===== src/design/tsq_pkg.sv =====
package tsq_pkg;

   localparam int TSQ_SLOTS        = 8;
   localparam int TSQ_PAYLOAD_BITS = 32;

   localparam int TYPE_BITS  = 8;
   localparam int TIME_BITS  = 32;
   localparam int PORT_BITS  = 32;
   localparam int WIDE_BITS  = 64;

   localparam logic [TIME_BITS-1:0] HALF_RANGE = 32'h8000_0000;

   localparam logic OP_PUT = 1'b0;
   localparam logic OP_GET = 1'b1;

   typedef struct packed {
      logic [TIME_BITS-1:0] diff;
      logic                 less;
      logic                 late;
   } cmp_result_type;

endpackage


===== src/design/tsq_ram.sv =====
module tsq_ram
   import tsq_pkg::*;
#(
   parameter int WIDTH = 8,
   parameter int DEPTH = 8
) (
   input  logic                                   clock,
   input  logic                                   wr_en,
   input  logic [((DEPTH > 1) ? $clog2(DEPTH) : 1)-1:0] wr_addr,
   input  logic [WIDTH-1:0]                       wr_data,
   input  logic [((DEPTH > 1) ? $clog2(DEPTH) : 1)-1:0] rd_addr,
   output logic [WIDTH-1:0]                       rd_data
);

   logic [WIDTH-1:0] mem_ff [DEPTH];
   logic [WIDTH-1:0] rd_data_ff;

   always_ff @(posedge clock) begin
      if (wr_en) begin
         mem_ff[wr_addr] <= wr_data;
      end
      rd_data_ff <= mem_ff[rd_addr];
   end

   assign rd_data = rd_data_ff;

endmodule


===== src/design/tsq_cmp.sv =====
module tsq_cmp
   import tsq_pkg::*;
(
   input  logic [TIME_BITS-1:0] slot_start,
   input  logic [TIME_BITS-1:0] now_time,
   input  logic [TIME_BITS-1:0] best_diff,
   output cmp_result_type       result
);

   logic [TIME_BITS-1:0] diff;

   // The difference wraps modulo the timer range.
   assign diff        = slot_start - now_time;
   assign result.diff = diff;
   assign result.less = (diff < best_diff);
   assign result.late = (diff > HALF_RANGE);

endmodule


===== src/design/timed_receive_slot_queue.sv =====
// Channel  | Direction | Handshake             | Payload
// req      | in        | req_valid / req_ready | operation, job_type, job_start,
//          |           |                       | job_payload, now_time
// rsp      | out       | rsp_valid / rsp_ready | success, out_type, out_start,
//          |           |                       | out_payload
//
// A put walks the slot-used bits from the first slot, one slot per cycle, until it
// finds a free one or has tried the last slot.
// A get reads each slot from the slot RAM and passes it through the single shared
// subtract and compare unit, one slot per cycle.
// Reset clears every slot-used bit and the control state.
// A held result stalls the sequencer in its last state; no new item is taken meanwhile.
module timed_receive_slot_queue
   import tsq_pkg::*;
#(
   parameter int SLOTS        = TSQ_SLOTS,
   parameter int PAYLOAD_BITS = TSQ_PAYLOAD_BITS
) (
   input  logic                 clock,
   input  logic                 reset,
   input  logic                 req_valid,
   output logic                 req_ready,
   input  logic                 req_operation,
   input  logic [TYPE_BITS-1:0] req_job_type,
   input  logic [TIME_BITS-1:0] req_job_start,
   input  logic [PORT_BITS-1:0] req_job_payload,
   input  logic [TIME_BITS-1:0] req_now_time,
   output logic                 rsp_valid,
   input  logic                 rsp_ready,
   output logic                 rsp_success,
   output logic [TYPE_BITS-1:0] rsp_out_type,
   output logic [TIME_BITS-1:0] rsp_out_start,
   output logic [PORT_BITS-1:0] rsp_out_payload
);

   localparam int IDX_W  = (SLOTS > 1) ? $clog2(SLOTS) : 1;
   localparam int WORD_W = TYPE_BITS + TIME_BITS + PAYLOAD_BITS;
   localparam logic [IDX_W-1:0] LAST_IDX = IDX_W'(SLOTS - 1);

   localparam logic [2:0] S_IDLE  = 3'd0;
   localparam logic [2:0] S_PUT   = 3'd1;
   localparam logic [2:0] S_GET   = 3'd2;
   localparam logic [2:0] S_DRAIN = 3'd3;
   localparam logic [2:0] S_DONE  = 3'd4;

   logic [2:0]              state_ff, state_in;
   logic [SLOTS-1:0]        used_ff, used_in;
   logic [IDX_W-1:0]        scan_idx_ff, scan_idx_in;
   logic                    pend_valid_ff, pend_valid_in;
   logic                    pend_used_ff, pend_used_in;
   logic [IDX_W-1:0]        pend_idx_ff, pend_idx_in;
   logic                    op_ff, op_in;
   logic [TYPE_BITS-1:0]    type_ff, type_in;
   logic [TIME_BITS-1:0]    start_ff, start_in;
   logic [PAYLOAD_BITS-1:0] payload_ff, payload_in;
   logic [TIME_BITS-1:0]    now_ff, now_in;
   logic [TIME_BITS-1:0]    best_d_ff, best_d_in;
   logic [IDX_W-1:0]        best_idx_ff, best_idx_in;
   logic                    res_success_ff, res_success_in;
   logic [TYPE_BITS-1:0]    res_type_ff, res_type_in;
   logic [TIME_BITS-1:0]    res_start_ff, res_start_in;
   logic [PAYLOAD_BITS-1:0] res_payload_ff, res_payload_in;
   logic                    rsp_valid_ff, rsp_valid_in;
   logic                    rsp_success_ff, rsp_success_in;
   logic [TYPE_BITS-1:0]    rsp_type_ff, rsp_type_in;
   logic [TIME_BITS-1:0]    rsp_start_ff, rsp_start_in;
   logic [PORT_BITS-1:0]    rsp_payload_ff, rsp_payload_in;

   logic                    ram_wr_en;
   logic [WORD_W-1:0]       ram_wr_data;
   logic [WORD_W-1:0]       ram_rd_data;
   logic [TYPE_BITS-1:0]    rd_type;
   logic [TIME_BITS-1:0]    rd_start;
   logic [PAYLOAD_BITS-1:0] rd_payload;
   cmp_result_type          cmp;
   logic [WIDE_BITS-1:0]    req_payload_wide;
   logic [WIDE_BITS-1:0]    res_payload_wide;
   logic                    accept;
   logic                    rsp_free;

   assign ram_wr_data = {type_ff, start_ff, payload_ff};
   assign rd_type     = ram_rd_data[WORD_W-1 -: TYPE_BITS];
   assign rd_start    = ram_rd_data[PAYLOAD_BITS +: TIME_BITS];
   assign rd_payload  = ram_rd_data[PAYLOAD_BITS-1:0];

   assign req_payload_wide = {{(WIDE_BITS - PORT_BITS){1'b0}}, req_job_payload};
   assign res_payload_wide = WIDE_BITS'(res_payload_ff);

   assign req_ready = (state_ff == S_IDLE);
   assign accept    = req_valid && req_ready;
   assign rsp_free  = !rsp_valid_ff || rsp_ready;

   tsq_ram #(
      .WIDTH(WORD_W),
      .DEPTH(SLOTS)
   ) u_ram (
      .clock  (clock),
      .wr_en  (ram_wr_en),
      .wr_addr(scan_idx_ff),
      .wr_data(ram_wr_data),
      .rd_addr(scan_idx_ff),
      .rd_data(ram_rd_data)
   );

   tsq_cmp u_cmp (
      .slot_start(rd_start),
      .now_time  (now_ff),
      .best_diff (best_d_ff),
      .result    (cmp)
   );

   always_comb begin
      state_in       = state_ff;
      used_in        = used_ff;
      scan_idx_in    = scan_idx_ff;
      pend_valid_in  = 1'b0;
      pend_used_in   = pend_used_ff;
      pend_idx_in    = pend_idx_ff;
      op_in          = op_ff;
      type_in        = type_ff;
      start_in       = start_ff;
      payload_in     = payload_ff;
      now_in         = now_ff;
      best_d_in      = best_d_ff;
      best_idx_in    = best_idx_ff;
      res_success_in = res_success_ff;
      res_type_in    = res_type_ff;
      res_start_in   = res_start_ff;
      res_payload_in = res_payload_ff;
      rsp_valid_in   = rsp_valid_ff && !rsp_ready;
      rsp_success_in = rsp_success_ff;
      rsp_type_in    = rsp_type_ff;
      rsp_start_in   = rsp_start_ff;
      rsp_payload_in = rsp_payload_ff;
      ram_wr_en      = 1'b0;

      // Compare stage: RAM data belongs to the slot read in the previous cycle.
      if (pend_valid_ff && pend_used_ff) begin
         if (cmp.less) begin
            best_d_in      = cmp.diff;
            best_idx_in    = pend_idx_ff;
            res_success_in = 1'b1;
            res_type_in    = rd_type;
            res_start_in   = rd_start;
            res_payload_in = rd_payload;
         end
         if (cmp.late) begin
            used_in[pend_idx_ff] = 1'b0;
         end
      end

      unique case (state_ff)
         S_IDLE: begin
            if (accept) begin
               op_in          = req_operation;
               type_in        = req_job_type;
               start_in       = req_job_start;
               payload_in     = req_payload_wide[PAYLOAD_BITS-1:0];
               now_in         = req_now_time;
               scan_idx_in    = '0;
               best_d_in      = HALF_RANGE;
               res_success_in = 1'b0;
               res_type_in    = '0;
               res_start_in   = '0;
               res_payload_in = '0;
               state_in       = (req_operation == OP_GET) ? S_GET : S_PUT;
            end
         end
         S_PUT: begin
            if (!used_ff[scan_idx_ff]) begin
               ram_wr_en            = 1'b1;
               used_in[scan_idx_ff] = (type_ff != '0);
               res_success_in       = 1'b1;
               state_in             = S_DONE;
            end else if (scan_idx_ff == LAST_IDX) begin
               state_in = S_DONE;
            end else begin
               scan_idx_in = scan_idx_ff + 1'b1;
            end
         end
         S_GET: begin
            pend_valid_in = 1'b1;
            pend_used_in  = used_ff[scan_idx_ff];
            pend_idx_in   = scan_idx_ff;
            if (scan_idx_ff == LAST_IDX) begin
               state_in = S_DRAIN;
            end else begin
               scan_idx_in = scan_idx_ff + 1'b1;
            end
         end
         S_DRAIN: begin
            state_in = S_DONE;
         end
         S_DONE: begin
            if (rsp_free) begin
               rsp_valid_in   = 1'b1;
               rsp_success_in = res_success_ff;
               rsp_type_in    = res_type_ff;
               rsp_start_in   = res_start_ff;
               rsp_payload_in = res_payload_wide[PORT_BITS-1:0];
               if (op_ff == OP_GET && res_success_ff) begin
                  used_in[best_idx_ff] = 1'b0;
               end
               state_in = S_IDLE;
            end
         end
         default: begin
            state_in = S_IDLE;
         end
      endcase
   end

   always_ff @(posedge clock) begin
      if (reset) begin
         state_ff      <= S_IDLE;
         used_ff       <= '0;
         pend_valid_ff <= 1'b0;
         rsp_valid_ff  <= 1'b0;
      end else begin
         state_ff      <= state_in;
         used_ff       <= used_in;
         pend_valid_ff <= pend_valid_in;
         rsp_valid_ff  <= rsp_valid_in;
      end
      scan_idx_ff    <= scan_idx_in;
      pend_used_ff   <= pend_used_in;
      pend_idx_ff    <= pend_idx_in;
      op_ff          <= op_in;
      type_ff        <= type_in;
      start_ff       <= start_in;
      payload_ff     <= payload_in;
      now_ff         <= now_in;
      best_d_ff      <= best_d_in;
      best_idx_ff    <= best_idx_in;
      res_success_ff <= res_success_in;
      res_type_ff    <= res_type_in;
      res_start_ff   <= res_start_in;
      res_payload_ff <= res_payload_in;
      rsp_success_ff <= rsp_success_in;
      rsp_type_ff    <= rsp_type_in;
      rsp_start_ff   <= rsp_start_in;
      rsp_payload_ff <= rsp_payload_in;
   end

   assign rsp_valid       = rsp_valid_ff;
   assign rsp_success     = rsp_success_ff;
   assign rsp_out_type    = rsp_type_ff;
   assign rsp_out_start   = rsp_start_ff;
   assign rsp_out_payload = rsp_payload_ff;

   // A returned job always lies strictly inside the near half of the timer range.
   assert property (@(posedge clock) disable iff (reset)
      (state_ff == S_DONE && op_ff == OP_GET && res_success_ff) |->
         (best_d_ff < HALF_RANGE))
      else $error("returned job is not within half range");

   // A delivered get frees the slot it returned.
   assert property (@(posedge clock) disable iff (reset)
      (state_ff == S_DONE && rsp_free && op_ff == OP_GET && res_success_ff) |=>
         !used_ff[$past(best_idx_ff)])
      else $error("returned slot still marked used");

   // A put of a nonzero type into a free slot marks that slot used.
   assert property (@(posedge clock) disable iff (reset)
      (state_ff == S_PUT && !used_ff[scan_idx_ff] && type_ff != '0) |=>
         used_ff[$past(scan_idx_ff)])
      else $error("put did not claim the free slot");

   // A result appears only when the sequencer finishes an item.
   assert property (@(posedge clock) disable iff (reset)
      $rose(rsp_valid_ff) |-> ($past(state_ff) == S_DONE))
      else $error("result raised outside the final state");

endmodule

===== config.mk =====
export PLATFORM = sky130hd
export DESIGN_NAME = timed_receive_slot_queue
export DESIGN_NICKNAME = d
export VERILOG_FILES = /design/src/design/tsq_pkg.sv /design/src/design/tsq_ram.sv /design/src/design/tsq_cmp.sv /design/src/design/timed_receive_slot_queue.sv
export SDC_FILE = /design/constraint.sdc
export NUM_CORES = 1
export LEC_CHECK = 0
export BUFFER_PORTS_ARGS = -buffer_cell sky130_fd_sc_hd__buf_4
export CAP_MARGIN = 20
export CORE_MARGIN = 4
export CORE_UTILIZATION = 25
export CTS_BUF_LIST = sky130_fd_sc_hd__clkbuf_4 sky130_fd_sc_hd__clkbuf_8
export CTS_CLUSTER_SIZE = 12
export DETAILED_ROUTE_END_ITERATION = 16
export HOLD_SLACK_MARGIN = 0.15
export PLACE_DENSITY_LB_ADDON = 0.15
export SYNTH_ARGS = -nofsm -noshare
export SYNTH_HDL_FRONTEND = slang
export SYNTH_HIERARCHICAL = 1
export SYNTH_SLANG_ARGS = --single-unit

===== constraint.sdc =====
create_clock -name clock -period 22.8 [get_ports clock]
set_clock_uncertainty 0.1 [all_clocks]
set_input_delay 1.14 -clock clock [delete_from_list [all_inputs] [get_ports clock]]
set_output_delay 1.14 -clock clock [all_outputs]
set_load 0.1 [all_outputs]

==> impl_metrics.yaml <==
place:
  hpwl_mm: 55.35
  place_area_mm2: 0.03996
  portBuffers: 183
  routabilityCongestion: 0.8181
  dp_cells: 4129
  dp_slack_ps: 16540
floorplan:
  rows: 139
  die_w_um: 389.4
  die_y_um: 389.4
  start_util_pct: 25.25
  io-pin-count: 184
  die-area_mm2: 0.1516
  fp.coreArea_mm2: 0.1440
routing:
  via_per_inst: 4.339
  via_count: 19320
  drtAntennaViolNets: 0
  dr.pass1.iters: 5
  wl_per_cell_um: 21.34
  drtIter0Drc: 1282
  drc: 0
  finalWirelength_mm: 95.04
synth:
  synth_cell_type_count: 73
  yosysTopAreaCell: "edfxtp_1"
  synthesis.area_mm2: 0.03636
  synth-main-ff-cell: "edfxtp_1"
  synthesis.nets: 2278
  syn_avg_cell_area_um2: 17.27
  synth_seq_cells: 954
  synth_most_common_cell: "edfxtp_1"
  seq_area_frac_synth_pct: 73.55
  async_flop_share_pct: 0
  synth.top_cells.by_count: "764 x edfxtp_1, 243 x nand2_1, 190 x dfxtp_1, 144 x a21oi_1, 144 x mux4_2"
  synth_warnings: 6
  synth_area_leaders: "edfxtp_1 63%, dfxtp_1 10%, mux4_2 8.9%"
  yosysTopAreaCellShare_pct: 63.09
  synth-edff-count: 764
  syn-instance-count: 2105
timing:
  slew_headroom_pct: 30.08
  setup_viol: 0
  rsz0062_at_grt: "no"
  clock.fmax_mhz: 163.3
  drv_slew: 0
  finalSetupTns_ps: 0
  fin_crit_sh_pct: 26.86
  worst_pin_slew_ps: 1049
  fin_ws_ps: 16670
  final.min_clock_period_ps: 6125
  finalHoldViolations: 0
job:
  drv_cap: 0
clocking:
  cts_setup_buffers: 0
  clkLatencyLatePin_ps: 870
  clkSinkCount: 954
  numCtsBuffers: 171
  htree_levels: 4
  cts_tree: "built"
  cts_root_buf: "clkbuf_8"
  postCtsHoldBufs: 0
  clock_path_buffers: 3
  clkSlewWorstSetupHoldPaths_ps: 60
  cts_resized: 0
grt:
  grt_max_degree: 92
  antenna_found_initial: 5
  grt_pass1_vias: 20920
  grt_pass1_wl_mm: 139.4
  globalRouteOverflowTotal: 0
  grt_use_total_pct: 12.49
setup_path:
  end_kind: "flop"
  critPathBufInv: 3
  critical_path_class: "flop to flop"
  worst_ep_required_time_ps: 23470
  path_cells: "inv_1 -> ha_1 -> fa_1 -> nand2b_1 -> a211oi_1 -> o41ai_1 -> o31ai_1 -> a41o_1 -> nand4_1 -> o311a_1 -> nor2_1 -> xor2_1 -> ha_1 -> a21o_1 -> a21o_1 -> a21oi_1 -> o21ai_0 -> a21oi_1 -> nand3_4 -> inv_4 -> buf_4 -> nand2_1 -> a21oi_1"
  critical-path-top-delay-family: "compound AO/OA/AOI/OAI gates"
  critPathSlowestCell: "inv_4"
  arrival_ps: 6790
  cp_common_cell: "a21oi_1"
  crit_fanout: 60
  crit_path_max_incr_delay_ps: 660
  startpoint_type: "flop"
min_path:
  min_path_type: "flop to flop"
pwr:
  p_leak_nw: 14.73
  p_per_area_mw_per_mm2: 97.98
  ir_drop_mv: 0.04954
cells_and_area:
  area_delta_synth_final_pct: 20.07
  nNetsFinal: 2573
  instances_no_fill: 4454
  drive_gt1_share_pct: 29.88
  fillers: 14340
  final_cell_area_mm2: 0.04366
  finish.utilization_pct: 30.32
outcome:
  status: "complete, no violations"
cell type report:
type | instances | area [um^2] | area share [%]
Tap cell | 1903 | 2381 | 5.454
Clock buffer | 262 | 3137 | 7.185
Multi-Input combinational cell | 977 | 8890 | 20.36
Antenna cell | 1 | 2.502 | 0.005732
Clock inverter | 61 | 533.0 | 1.221
Inverter | 79 | 299.0 | 0.6849
Sequential cell | 954 | 26750 | 61.26
Timing Repair Buffer | 217 | 1672 | 3.829
metrics by stage:
step | hold slack, ps | power (mW)
detailed placement | 315.9 | 2.641
finish | 301.4 | 4.278
global route | 220.5 | 4.508
CTS | 193.1 | 4.369
global placement | 317.8 | 2.639
floorplan | 308.1 | 2.456
power breakdown:
part	switching (mW)	internal [mW]	total, mW
sequential	0.0553	1.96	2.02
combinational	0.330	0.245	0.575
clock	0.729	0.955	1.68
flip-flops by register name, summed over array words and instances, names as in the netlist, 32 cells and up:
name             flops
payload_ff          32
res_payload_ff      32
start_ff            32
res_start_ff        32
u_ram/rd_data       72
u_ram/mem_ff       576
best_d_ff           32
now_ff              32
rsp_out_start       32
rsp_out_payload     32
cell usage in the layout (no fill, tap or decap), drive strengths merged, types with 15 or more instances in the layout:
master | synthesis | layout
inv | 79 | 86
nor3 | 15 | 15
edfxtp | 764 | 764
nand4 | 15 | 15
o21ai | 25 | 25
clkinv | 0 | 40
nor2 | 48 | 48
buf | 44 | 217
a21oi | 145 | 145
a21o | 17 | 17
mux2 | 72 | 72
clkbuf | 51 | 262
nand2 | 243 | 243
dfxtp | 190 | 190
nand3 | 17 | 17
mux4 | 144 | 144
ha | 63 | 63
final timing paths:
| kind | startpoint | to | slack, ps | depth (start not counted) |
|---|---|---|---|---|
| max | u_ram/rd_data[32] | best_d_ff[7] | 16670 | 23 |
| min | res_start_ff[8] | rsp_out_start[8] | 300 | 0 |
| max reg2reg | u_ram/rd_data[32] | best_d_ff[7] | 16670 | 23 |
| min reg2reg | res_start_ff[8] | rsp_out_start[8] | 300 | 0 |
layer usage:
layer	share of wire (%)	track usage (%)	routed length [um]
met1	44	15.89	41940
met3	4.5	2.946	4273
met5	0	0	0
met4	2.7	4.368	2562
met2	49	20.88	46270
kinds of logic after synthesis:
group	synth area share [%]
compound gates	4.539
xor+xnor	0.6022
fa+ha+maj	2.223
buf+inv	2.212
flops	73.55
mux	11.91
simple gates	4.965
(Power assumes the default switching activity.)
